File: src/rtl/qlmc_pkg.sv
`timescale 1ns / 1ps

package qlmc_pkg;

  // Cache geometry default
  localparam int unsigned CacheSlotsDef = 8;

  // Configuration register indexes
  localparam int unsigned CfgIdxW = 3;
  localparam logic [CfgIdxW-1:0] CFG_WEIGHT_ETX    = 3'd0;
  localparam logic [CfgIdxW-1:0] CFG_WEIGHT_DELAY  = 3'd1;
  localparam logic [CfgIdxW-1:0] CFG_WEIGHT_JITTER = 3'd2;
  localparam logic [CfgIdxW-1:0] CFG_WEIGHT_REL    = 3'd3;
  localparam logic [CfgIdxW-1:0] CFG_WEIGHT_BW     = 3'd4;
  localparam logic [CfgIdxW-1:0] CFG_FRESH         = 3'd5;

  // Register reset values
  localparam logic [3:0]  WeightEtxRst    = 4'd4;
  localparam logic [3:0]  WeightDelayRst  = 4'd3;
  localparam logic [3:0]  WeightJitterRst = 4'd2;
  localparam logic [3:0]  WeightRelRst    = 4'd3;
  localparam logic [3:0]  WeightBwRst     = 4'd2;
  localparam logic [31:0] FreshRst        = 32'd1024;

  // Metric derivation constants
  localparam logic [15:0] DelayBias = 16'd10;
  localparam logic [7:0]  RelMax    = 8'd100;
  localparam logic [7:0]  BwMax     = 8'd250;
  localparam logic [8:0]  CostSpan  = 9'd256;

  // Shared rank unit widths
  localparam int unsigned OpW  = 16;
  localparam int unsigned WgtW = 4;
  localparam int unsigned AccW = 21;

  typedef enum logic [0:0] {
    FUNC_UPDATE = 1'b0,
    FUNC_LOOKUP = 1'b1
  } func_e;

  typedef struct packed {
    func_e       func;
    logic [7:0]  neighbor_id;
    logic [7:0]  link_cost;
    logic [15:0] queue_wait;
    logic [31:0] now;
  } qlmc_in_t;

  typedef struct packed {
    logic        hit;
    logic [7:0]  etx_out;
    logic [15:0] delay_out;
    logic [15:0] jitter_out;
    logic [6:0]  reliability_out;
    logic [7:0]  bandwidth_out;
    logic [15:0] rank_out;
  } qlmc_out_t;

  // One cache slot as kept in the slot RAM
  typedef struct packed {
    logic [7:0]  neighbor;
    logic [7:0]  etx;
    logic [15:0] delay;
    logic [15:0] jitter;
    logic [6:0]  reliability;
    logic [7:0]  bandwidth;
    logic [31:0] stamp;
  } slot_rec_t;

  // Control of the shared multiply-accumulate unit
  typedef struct packed {
    logic            en;
    logic            clr;
    logic [OpW-1:0]  operand;
    logic [WgtW-1:0] weight;
  } mac_ctl_t;

endpackage

File: src/rtl/qlmc_ram.sv
`timescale 1ns / 1ps

module qlmc_ram #(
  parameter int unsigned Width = 8,
  parameter int unsigned Depth = 8,
  parameter int unsigned AddrW = (Depth > 1) ? $clog2(Depth) : 1
) (
  input  logic             clk_i,
  input  logic             we_i,
  input  logic [AddrW-1:0] waddr_i,
  input  logic [Width-1:0] wdata_i,
  input  logic [AddrW-1:0] raddr_i,
  output logic [Width-1:0] rdata_o
);

  logic [Width-1:0] mem_q [Depth];

  // Single write port, registered read
  always_ff @(posedge clk_i) begin
    if (we_i) begin
      mem_q[waddr_i] <= wdata_i;
    end
    rdata_o <= mem_q[raddr_i];
  end

endmodule

File: src/rtl/qlmc_mac.sv
`timescale 1ns / 1ps

module qlmc_mac
  import qlmc_pkg::*;
(
  input  logic            clk_i,
  input  logic            rst_ni,
  input  mac_ctl_t        ctl_i,
  output logic [AccW-1:0] acc_o
);

  logic [AccW-1:0]       acc_q, acc_d;
  logic [OpW+WgtW-1:0]   prod;

  // One 16x4 product per cycle while en is high, added into the running sum
  assign prod = ctl_i.operand * ctl_i.weight;

  always_comb begin
    acc_d = acc_q;
    if (ctl_i.en) begin
      acc_d = (ctl_i.clr ? '0 : acc_q) + AccW'(prod);
    end
  end

  always_ff @(posedge clk_i or negedge rst_ni) begin
    if (!rst_ni) begin
      acc_q <= '0;
    end else begin
      acc_q <= acc_d;
    end
  end

  assign acc_o = acc_q;

endmodule

File: src/rtl/qos_link_metric_cache.sv
`timescale 1ns / 1ps
// Per-neighbor link metric derivation with a small freshness-checked cache.
// Input channel (in_valid_i / in_stall_o, payload in_data_i): an item is an
// update (derive delay, jitter, reliability, bandwidth and store them with
// the time stamp) or a lookup (return the first cached match if fresh).
// Output channel (out_valid_o / out_stall_i, payload out_data_o): one
// result item per input item, carrying the metrics and the weighted rank.
// Config channel (cfg_valid_i / cfg_ready_o): weights and freshness
// interval, written by index; ready is always high.
// The slots are searched one per cycle through the slot RAM read port,
// and the rank takes five steps of one shared multiply-accumulate unit.
// An update derives, writes its slot and ranks; a fresh lookup ranks the
// cached metrics; a miss or stale entry skips the rank. The block returns
// to idle before the next item is taken. One item is in work at a time.
// The result sits in an output register: a stalled receiver holds it there
// while the next item is already being worked on; the core waits only when
// it has a new result and the register is still full.
// Reset clears all cache slots (valid bits), the replace pointer, the
// previous delay and restores the register defaults.

module qos_link_metric_cache
  import qlmc_pkg::*;
#(
  parameter int unsigned CACHE_SLOTS = CacheSlotsDef
) (
  input  logic               clk_i,
  input  logic               rst_ni,
  input  logic               in_valid_i,
  output logic               in_stall_o,
  input  qlmc_in_t           in_data_i,
  output logic               out_valid_o,
  input  logic               out_stall_i,
  output qlmc_out_t          out_data_o,
  input  logic               cfg_valid_i,
  output logic               cfg_ready_o,
  input  logic [CfgIdxW-1:0] cfg_index_i,
  input  logic [31:0]        cfg_data_i
);

  localparam int unsigned AW = (CACHE_SLOTS > 1) ? $clog2(CACHE_SLOTS) : 1;
  localparam logic [AW-1:0] LastSlot = AW'(CACHE_SLOTS - 1);
  localparam logic [2:0] RankLast = 3'd4;

  typedef enum logic [3:0] {
    ST_IDLE,
    ST_SEARCH,
    ST_AGE,
    ST_DERIVE,
    ST_JITTER,
    ST_WRITE,
    ST_RANK,
    ST_DONE
  } state_e;

  // Configuration registers
  logic [3:0]  w_etx_q, w_delay_q, w_jitter_q, w_rel_q, w_bw_q;
  logic [31:0] fresh_q;

  // Sequencer and item registers
  state_e      state_q, state_d;
  qlmc_in_t    item_q, item_d;
  logic [AW-1:0] idx_q, idx_d, chk_idx_q, chk_idx_d, slot_q, slot_d, rp_q, rp_d;
  logic        chk_vld_q, chk_vld_d, found_q, found_d, hit_q, hit_d;
  logic [CACHE_SLOTS-1:0] valid_q, valid_d;
  slot_rec_t   rec_q, rec_d;
  logic [15:0] prev_delay_q, prev_delay_d;
  logic [2:0]  step_q, step_d;

  // Metric registers
  logic [7:0]  etx_q, etx_d;
  logic [15:0] delay_q, delay_d, jitter_q, jitter_d;
  logic [6:0]  rel_q, rel_d;
  logic [7:0]  bw_q, bw_d;

  // Output register
  logic        out_valid_q, out_valid_d;
  qlmc_out_t   out_q, out_d;

  // Slot RAM and rank unit
  logic        ram_we;
  slot_rec_t   ram_wdata, ram_rdata;
  logic [AW-1:0] ram_raddr;
  mac_ctl_t    mac_ctl;
  logic [AccW-1:0] acc;

  // Datapath helpers
  logic [14:0] rel_prod;
  logic [15:0] bw_prod;
  logic [8:0]  cost_comp;
  logic [31:0] age;
  logic        match;

  qlmc_ram #(
    .Width ($bits(slot_rec_t)),
    .Depth (CACHE_SLOTS),
    .AddrW (AW)
  ) u_slot_ram (
    .clk_i   (clk_i),
    .we_i    (ram_we),
    .waddr_i (slot_q),
    .wdata_i (ram_wdata),
    .raddr_i (ram_raddr),
    .rdata_o (ram_rdata)
  );

  qlmc_mac u_mac (
    .clk_i  (clk_i),
    .rst_ni (rst_ni),
    .ctl_i  (mac_ctl),
    .acc_o  (acc)
  );

  assign cfg_ready_o = 1'b1;
  assign in_stall_o  = (state_q != ST_IDLE);
  assign out_valid_o = out_valid_q;
  assign out_data_o  = out_q;

  assign ram_raddr = idx_q;
  assign ram_we    = (state_q == ST_WRITE);
  assign ram_wdata = '{neighbor:    item_q.neighbor_id,
                       etx:         etx_q,
                       delay:       delay_q,
                       jitter:      jitter_q,
                       reliability: rel_q,
                       bandwidth:   bw_q,
                       stamp:       item_q.now};

  assign match     = chk_vld_q && valid_q[chk_idx_q] &&
                     (ram_rdata.neighbor == item_q.neighbor_id);
  assign rel_prod  = 15'(item_q.link_cost) * 15'(RelMax);
  assign cost_comp = CostSpan - 9'(item_q.link_cost);
  assign bw_prod   = 16'(cost_comp) * 16'(BwMax);
  assign age       = item_q.now - rec_q.stamp;

  // Rank operand selection, one term per step
  always_comb begin
    mac_ctl = '{en: (state_q == ST_RANK), clr: (step_q == '0),
                operand: '0, weight: '0};
    case (step_q)
      3'd0: begin
        mac_ctl.operand = 16'(etx_q);
        mac_ctl.weight  = w_etx_q;
      end
      3'd1: begin
        mac_ctl.operand = delay_q;
        mac_ctl.weight  = w_delay_q;
      end
      3'd2: begin
        mac_ctl.operand = jitter_q;
        mac_ctl.weight  = w_jitter_q;
      end
      3'd3: begin
        mac_ctl.operand = 16'(RelMax - 8'(rel_q));
        mac_ctl.weight  = w_rel_q;
      end
      default: begin
        mac_ctl.operand = 16'(BwMax - bw_q);
        mac_ctl.weight  = w_bw_q;
      end
    endcase
  end

  // Sequencer
  always_comb begin
    state_d      = state_q;
    item_d       = item_q;
    idx_d        = idx_q;
    chk_idx_d    = chk_idx_q;
    chk_vld_d    = chk_vld_q;
    slot_d       = slot_q;
    rp_d         = rp_q;
    found_d      = found_q;
    hit_d        = hit_q;
    valid_d      = valid_q;
    rec_d        = rec_q;
    prev_delay_d = prev_delay_q;
    step_d       = step_q;
    etx_d        = etx_q;
    delay_d      = delay_q;
    jitter_d     = jitter_q;
    rel_d        = rel_q;
    bw_d         = bw_q;
    out_d        = out_q;
    out_valid_d  = out_valid_q && out_stall_i;

    unique case (state_q)
      ST_IDLE: begin
        if (in_valid_i) begin
          item_d    = in_data_i;
          idx_d     = '0;
          chk_vld_d = 1'b0;
          state_d   = ST_SEARCH;
        end
      end

      // Issue one slot read per cycle, check the slot read the cycle before
      ST_SEARCH: begin
        if (match) begin
          found_d = 1'b1;
          slot_d  = chk_idx_q;
          rec_d   = ram_rdata;
          state_d = (item_q.func == FUNC_UPDATE) ? ST_DERIVE : ST_AGE;
        end else if (chk_vld_q && (chk_idx_q == LastSlot)) begin
          found_d = 1'b0;
          state_d = (item_q.func == FUNC_UPDATE) ? ST_DERIVE : ST_AGE;
        end else begin
          chk_vld_d = 1'b1;
          chk_idx_d = idx_q;
          if (idx_q != LastSlot) begin
            idx_d = idx_q + 1'b1;
          end
        end
      end

      // Lookup: freshness check of the first match
      ST_AGE: begin
        step_d = '0;
        if (found_q && (age < fresh_q)) begin
          hit_d    = 1'b1;
          etx_d    = rec_q.etx;
          delay_d  = rec_q.delay;
          jitter_d = rec_q.jitter;
          rel_d    = rec_q.reliability;
          bw_d     = rec_q.bandwidth;
          state_d  = ST_RANK;
        end else begin
          hit_d    = 1'b0;
          etx_d    = '0;
          delay_d  = '0;
          jitter_d = '0;
          rel_d    = '0;
          bw_d     = '0;
          state_d  = ST_DONE;
        end
      end

      // Update: delay, reliability, bandwidth and target slot
      ST_DERIVE: begin
        hit_d   = 1'b1;
        etx_d   = item_q.link_cost;
        delay_d = 16'(item_q.link_cost) + DelayBias + item_q.queue_wait;
        rel_d   = 7'(RelMax - 8'(rel_prod[14:8]));
        bw_d    = bw_prod[15:8];
        if (!found_q) begin
          slot_d = rp_q;
          rp_d   = (rp_q == LastSlot) ? '0 : rp_q + 1'b1;
        end
        state_d = ST_JITTER;
      end

      ST_JITTER: begin
        if (prev_delay_q == '0) begin
          jitter_d = '0;
        end else if (delay_q > prev_delay_q) begin
          jitter_d = delay_q - prev_delay_q;
        end else begin
          jitter_d = prev_delay_q - delay_q;
        end
        prev_delay_d = delay_q;
        state_d      = ST_WRITE;
      end

      ST_WRITE: begin
        valid_d[slot_q] = 1'b1;
        step_d          = '0;
        state_d         = ST_RANK;
      end

      // Five multiply-accumulate steps on the shared unit
      ST_RANK: begin
        step_d = step_q + 1'b1;
        if (step_q == RankLast) begin
          state_d = ST_DONE;
        end
      end

      // Hand the result to the output register once it is free
      ST_DONE: begin
        if (!out_valid_q || !out_stall_i) begin
          out_valid_d = 1'b1;
          out_d = '{hit:             hit_q,
                    etx_out:         etx_q,
                    delay_out:       delay_q,
                    jitter_out:      jitter_q,
                    reliability_out: rel_q,
                    bandwidth_out:   bw_q,
                    rank_out:        hit_q ? acc[19:4] : '0};
          state_d = ST_IDLE;
        end
      end

      default: state_d = ST_IDLE;
    endcase
  end

  // State, item and result registers
  always_ff @(posedge clk_i or negedge rst_ni) begin
    if (!rst_ni) begin
      state_q      <= ST_IDLE;
      item_q       <= '0;
      idx_q        <= '0;
      chk_idx_q    <= '0;
      chk_vld_q    <= 1'b0;
      slot_q       <= '0;
      rp_q         <= '0;
      found_q      <= 1'b0;
      hit_q        <= 1'b0;
      valid_q      <= '0;
      rec_q        <= '0;
      prev_delay_q <= '0;
      step_q       <= '0;
      etx_q        <= '0;
      delay_q      <= '0;
      jitter_q     <= '0;
      rel_q        <= '0;
      bw_q         <= '0;
      out_valid_q  <= 1'b0;
      out_q        <= '0;
    end else begin
      state_q      <= state_d;
      item_q       <= item_d;
      idx_q        <= idx_d;
      chk_idx_q    <= chk_idx_d;
      chk_vld_q    <= chk_vld_d;
      slot_q       <= slot_d;
      rp_q         <= rp_d;
      found_q      <= found_d;
      hit_q        <= hit_d;
      valid_q      <= valid_d;
      rec_q        <= rec_d;
      prev_delay_q <= prev_delay_d;
      step_q       <= step_d;
      etx_q        <= etx_d;
      delay_q      <= delay_d;
      jitter_q     <= jitter_d;
      rel_q        <= rel_d;
      bw_q         <= bw_d;
      out_valid_q  <= out_valid_d;
      out_q        <= out_d;
    end
  end

  // Configuration registers
  always_ff @(posedge clk_i or negedge rst_ni) begin
    if (!rst_ni) begin
      w_etx_q    <= WeightEtxRst;
      w_delay_q  <= WeightDelayRst;
      w_jitter_q <= WeightJitterRst;
      w_rel_q    <= WeightRelRst;
      w_bw_q     <= WeightBwRst;
      fresh_q    <= FreshRst;
    end else if (cfg_valid_i) begin
      unique case (cfg_index_i)
        CFG_WEIGHT_ETX:    w_etx_q    <= cfg_data_i[3:0];
        CFG_WEIGHT_DELAY:  w_delay_q  <= cfg_data_i[3:0];
        CFG_WEIGHT_JITTER: w_jitter_q <= cfg_data_i[3:0];
        CFG_WEIGHT_REL:    w_rel_q    <= cfg_data_i[3:0];
        CFG_WEIGHT_BW:     w_bw_q     <= cfg_data_i[3:0];
        CFG_FRESH:         fresh_q    <= cfg_data_i;
        default: ;
      endcase
    end
  end

endmodule

File: config.mk
export PLATFORM = sky130hd
export DESIGN_NAME = qos_link_metric_cache
export DESIGN_NICKNAME = d
export VERILOG_FILES = /design/src/rtl/qlmc_pkg.sv /design/src/rtl/qlmc_ram.sv /design/src/rtl/qlmc_mac.sv /design/src/rtl/qos_link_metric_cache.sv
export SDC_FILE = /design/constraint.sdc
export NUM_CORES = 2
export LEC_CHECK = 0
export BUFFER_PORTS_ARGS = -buffer_cell sky130_fd_sc_hd__buf_2
export CAP_MARGIN = 25
export CORE_MARGIN = 2
export CORE_UTILIZATION = 67
export DETAILED_ROUTE_END_ITERATION = 8
export GPL_ROUTABILITY_DRIVEN = 1
export PLACE_DENSITY = 0.89
export SLEW_MARGIN = 10
export SYNTH_ARGS = -nofsm -noshare
export SYNTH_HDL_FRONTEND = slang
export SYNTH_SLANG_ARGS = --single-unit
File: constraint.sdc
create_clock -name clk_i -period 15.8 [get_ports clk_i]
set_input_delay 3.16 -clock clk_i [delete_from_list [all_inputs] [get_ports clk_i]]
set_output_delay 3.16 -clock clk_i [all_outputs]
set_load 0.02 [all_outputs]
=== Word-level counts from Yosys, hierarchy flattened ===
Memories as Yosys holds them, arrays and structs flattened. A register that Yosys moved wholly into a read port is not among the register bits.
Cells that the tools add are included.

* Logic and storage cells: 183
* Register bits: 399
* Memories: 1
* Bits in writable memories: 760
* Input port bits: 105

{| class="wikitable"
|+ Memory list
! name !! words !! width !! read ports !! clocked after Yosys merged registers in !! wr ports !! line !! text
|-
| u_slot_ram.mem_q || 8 || 95 || 1 || 1 || 1 || qlmc_ram.sv:16 || <nowiki>logic [Width-1:0] mem_q [Depth];</nowiki>
|}

* Add/subtract/negate cells: 13
* Order comparisons: 5
* Bitwise gates (word level): 4
* Reductions and logical operators: 37
* Multiplexer cells: 49
* Equality and inequality tests: 29
* Multiply operators: 3

{| class="wikitable"
|+ Operators by type and width
! cell !! number
|-
| 16-bit two-way mux || 5
|-
| 20-bit case mux with 4 select lines || 1
|-
| 16-bit case mux with 2 select lines || 2
|-
| 32-bit < comparator || 1
|-
| 4-bit case mux with 8 select lines || 1
|-
| 8-bit case mux with 2 select lines || 2
|-
| 16-bit subtractor || 2
|-
| 32-bit subtractor || 1
|-
| 2-bit AND reduction || 11
|-
| 21-bit by 20-bit adder with 21-bit output || 1
|-
| 21-bit two-way mux || 1
|-
| 3-bit two-way mux || 7
|-
| 16-bit by 4-bit multiplier with 20-bit output || 1
|-
| 4-bit two-way mux || 5
|-
| 3-bit case mux with 2 select lines || 3
|-
| 9-bit by 16-bit adder with 16-bit output || 1
|-
| 4-bit by 3-bit equality test with 1-bit output, second input constant || 4
|-
| 16-bit greater-than comparator || 1
|-
| 16-bit zero test || 1
|-
| 8-bit two-way mux || 2
|-
| 3-bit equality test, second input constant || 5
|-
| 9-bit by 7-bit multiplier with 15-bit output, second input constant || 1
|-
| 1-bit two-way mux || 14
|-
| 2-bit inequality test, second input constant || 7
|-
| 34 further kinds || 60
|}

=== Depth between registers and ports, before layout ===
* Depth after elaboration: 6
* Gate-level depth with buffers: 26
* Depth with buffers taken out: 25

=== Cells and area by module ===
From an unflattened synthesis, not the netlist that was laid out.

* Cells, all modules: 3762
* Area total of the unflattened synthesis: 56450.4 um2

{| class="wikitable"
|+ By module, submodules not included
! module !! cells an instance !! area each (um2) !! times used
|-
| qlmc_ram || 1206 || 30439.2 || 1
|-
| qos_link_metric_cache || 2114 || 22267.6 || 1
|-
| qlmc_mac || 442 || 3743.6 || 1
|}

=== Worst setup path before layout ===
OpenSTA, ideal clock, no wires.

* Path kind: register -> register
* Start point: register state_q[1]
* End point: register valid_q[0]
* Buffers on the path: 1
* Data arrival time: 8.273 ns
* Slack: 7.421 ns
* Period minus slack after synthesis: 8.379 ns
* Library setup time: 0.106 ns
* Cell stages (with the launch flop): 7
* Cells stage by stage: dfrtp_1 > clkbuf_1 > inv_1 > nand2_1 > or3_1 > nor3_1 > or2_2

* Cells in the longest elaborated chain, start to end: 1

{| class="wikitable"
|+ Ends and longest elaborated chain
! what !! line !! text
|-
| from (decl) || qos_link_metric_cache.sv:60 || <nowiki>state_e state_q, state_d;</nowiki>
|-
| from (signal assigned) || qos_link_metric_cache.sv:320 || <nowiki>state_q <= state_d;</nowiki>
|-
| 4-bit by 3-bit equality test with 1-bit output || qos_link_metric_cache.sv:186 || <nowiki>unique case (state_q)</nowiki>
|-
| to (signal assigned) || qos_link_metric_cache.sv:329 || <nowiki>valid_q <= valid_d;</nowiki>
|-
| to (decl) || qos_link_metric_cache.sv:64 || <nowiki>logic [CACHE_SLOTS-1:0] valid_q, valid_d;</nowiki>
|}

Every way passes these cells.
A chain may end at the register's enable or synchronous reset.

=== Worst setup path after layout ===
* Start point: register item_q[0] in the netlist's numbering
* End point: register jitter_q[14]

* Cells in the longest elaborated chain, start to end: 5

{| class="wikitable"
|+ Ends and longest elaborated chain
! what !! line !! text
|-
| from (decl) || qos_link_metric_cache.sv:61 || <nowiki>qlmc_in_t item_q, item_d;</nowiki>
|-
| from (signal assigned) || qos_link_metric_cache.sv:321 || <nowiki>item_q <= item_d;</nowiki>
|-
| 32-bit subtractor || qos_link_metric_cache.sv:133 || <nowiki>assign age = item_q.now - rec_q.stamp;</nowiki>
|-
| 32-bit < comparator || qos_link_metric_cache.sv:218 || <nowiki>if (found_q && (age < fresh_q)) begin</nowiki>
|-
| 1-bit logical AND || qos_link_metric_cache.sv:218 ||
|-
| 16-bit two-way mux || qos_link_metric_cache.sv:218 ||
|-
| 16-bit case mux with 2 select lines || qos_link_metric_cache.sv:186 ||
|-
| to (signal assigned) || qos_link_metric_cache.sv:335 || <nowiki>jitter_q <= jitter_d;</nowiki>
|-
| to (decl) || qos_link_metric_cache.sv:71 || <nowiki>logic [15:0] delay_q, delay_d, jitter_q, jitter_d;</nowiki>
|}

Every way passes these cells.

==> reports/qor.yml <==
status: "complete, no violations"
h-tree-depth: 3
maxSlewHeadroom_pct: 27.6
fin_tns_setup_ns: 0
cts_buffers: 116
cts_buffer_depth: 3
path_max_fanout: 26
clock_insertion_delay_worst_skew_ns: 0.71
synthArstFlopShare_pct: 31.7
crit_slowest_cell: "nor2b_1"
rsz0062_at_grt: "false"
syn_inst: 3652
ys.flop_type: "edfxtp_1"
start_kind: "flip-flop"
crit_arrival_ns: 7.39
overflow: 0
r2r_setup_slack_ns: 9.05
n_fill_cell: 4558
endpoint: "jitter_q[14]"
grtUsageTotal_pct: 32.6
fin_nets: 4246
synth_edf_count: 760
slowest_delay_ns: 0.63
r2r_cells: 23
min_period_ns: 6.75
first_iter_violations: 3880
port_buffers: 178
clock-root-buffer: "clkbuf_16"
whs_path_depth: 1
worst_pin_slew_ns: 1.09
clock.fmax_mhz: 148
ys_types: 79
critPathLaunch: "item_q[0]"
vias_per_cell: 6.65
synth_area_um2: 55400
timing.final.max_slew_violations: 0
wl_um: 137000
core-area_um2: 82000
post-cts-setup-buffer-count: 0
syn_nets: 4046
gp_congestion: 0.904
placement_rows: 105
seq_area_frac_synth_pct: 62.6
ioPinCount: 180
end_kind: "flip-flop"
yosys_warnings: 0
ys_seq_elements: 1252
critPathKind: "reg2reg"
cap_violations: 0
skew_ns: 0.0260
setup_viol: 0
grt_first_pass_wirelength_um: 208000
wl_per_cell_um: 27.3
drcViolationCount: 0
cts_resized: 0
grt_pass1_vias: 34700
hold_viol_final: 0
antenna_found_initial: 8
clk_pin_slew_worst_paths_ns: 0.07
dp_hpwl_um: 79500
initial_core_util_pct: 67.6
avgSynthCellArea_um2: 15.2
crit_required_ns: 16.43
drive_gt1_share_pct: 25.5
rr_endpoint: "jitter_q[14]"
cts_sinks: 1252
timing.final.ws_setup_ns: 9.05
cts_tree: "built"
drtAntennaViolNets: 0
die_width_um: 292
hp-class: "reg2reg"
r2r_start: "item_q[0]"
hold_buffers: 0
period_share_pct: 42.7
grt_max_degree: 141
drt_first_pass_iters: 6
die_area_um2: 85000
path_cells: "inv_1, ha_1, inv_1, fa_1, a211o_1, a21oi_1, a21boi_0, a31oi_1, o2111ai_1, a41o_1, a31oi_1, o31ai_1, xor2_1, ha_1, nor2b_1, o21ai_0, nor4bb_1, nand4_1, o21bai_2, buf_4, nor2b_1, and2_1, a221o_1"
die_h_um: 292
vias: 33400
place_ws_ns: 9.14
syn_to_final_growth_pct: 11.3
[synth_stat cells, types with 75 or more instances]
| cell type | number | area (um2) |
|---|---|---|
| a21oi_1 | 102 | 510 |
| clkbuf_1 | 120 | 450 |
| dfrtp_1 | 389 | 9730 |
| dfxtp_1 | 95 | 1900 |
| edfxtp_1 | 760 | 22800 |
| fa_1 | 75 | 1500 |
| ha_1 | 214 | 2680 |
| inv_1 | 255 | 957 |
| mux2_2 | 345 | 3880 |
| mux4_2 | 192 | 4320 |
| nand2_1 | 195 | 732 |
| nor2_1 | 157 | 589 |
| o21ai_0 | 157 | 786 |
[cells by family (layout without fill, tap and decap cells)]
family / Yosys count / after routing / share of synthesized area [%]
xor+xnor: 116 / 116 / 1.83
fa+ha+maj: 289 / 289 / 7.54
mux: 550 / 550 / 15.1
buf+inv: 402 / 705 / 2.77
other cells: 1 / 4 / 0.00677
flops: 1252 / 1252 / 62.6
compound gates: 487 / 487 / 5.58
simple gates: 555 / 555 / 4.63
[layout by cell type (no fill, tap or decap), drive strengths merged, types with 27 or more instances in the layout]
cell type	netlist	routed
edfxtp	760	760
dfrtp	389	389
mux2	345	345
inv	255	262
buf	26	228
ha	214	214
nand2	196	196
mux4	192	192
o21ai	161	161
nor2	157	157
clkbuf	120	151
a21oi	103	103
dfxtp	95	95
fa	75	75
xnor2	74	74
a21o	42	42
xor2	42	42
clkinv	1	41
nand3	39	39
a31oi	35	35
nor2b	29	29
a22oi	27	27
[critical path, delay by kind of cell, from the launching register on]
| family | cells | cell delay (ns) |
|---|---|---|
| flip-flops | 1 | 0.47 |
| adder cells (fa/ha/maj) | 3 | 0.97 |
| buffers and inverters | 3 | 0.61 |
| AO/OA/AOI/OAI | 11 | 2.70 |
| XOR/XNOR | 1 | 0.15 |
| AND/OR/NAND/NOR | 5 | 1.74 |
[sequential cells by signal (all words and copies together) (netlist names), 16 cells and up]
| name | flops |
|---|---|
| u_slot_ram.rdata_o | 95 |
| out_data_o | 72 |
| rec_q | 87 |
| u_mac.acc_o | 20 |
| u_slot_ram.mem_q | 760 |
| delay_q | 16 |
| jitter_q | 16 |
| item_q | 65 |
| fresh_q | 32 |
| prev_delay_q | 16 |
[how the worst min path moves through the flow]
stage,slack [ns],startpoint,endpoint
floorplan,0.43,valid_q[2],valid_q[2]
global placement,0.44,u_slot_ram.rdata_o[14],rec_q[14]
detailed placement,0.45,u_slot_ram.rdata_o[82],rec_q[82]
CTS,0.46,u_slot_ram.rdata_o[60],rec_q[60]
global route,0.47,u_slot_ram.rdata_o[60],rec_q[60]
finish,0.45,u_slot_ram.rdata_o[60],rec_q[60]
[per-layer routing]
metal	part of all wire (%)	vias up	GRT usage, %
met5	0.035	-	0
met4	5.1	8	15.1
met3	9.1	475	6.22
met2	50	2014	54.5
met1	36	17000	41.8
li1	-	13900	-
[stage by stage]
step	hold WS, ns	std cells	utilization (%)	area, um2
finish	0.452	5028	75.2	61700
global placement	0.441	4797	70.1	57500
CTS	0.464	5019	75.1	61500
global route	0.468	5025	75.2	61700
floorplan	0.434	3652	-	55400
detailed placement	0.448	4798	70.2	57500
[area by class of cell]
| cell class | instances | area, um2 | share of cell area [%] |
|---|---|---|---|
| antenna | 3 | 7.51 | 0.0122 |
| clock buffer | 151 | 3180 | 5.15 |
| clock inverter | 70 | 852 | 1.38 |
| inverter | 256 | 963 | 1.56 |
| multi-input combinational | 1998 | 19300 | 31.3 |
| sequential | 1252 | 34700 | 56.2 |
| tap | 1070 | 1340 | 2.17 |
| timing repair buffer | 228 | 1360 | 2.21 |
Power is not shown: default switching activity piles up to over one toggle a cycle in this logic, so the estimate is an artifact.
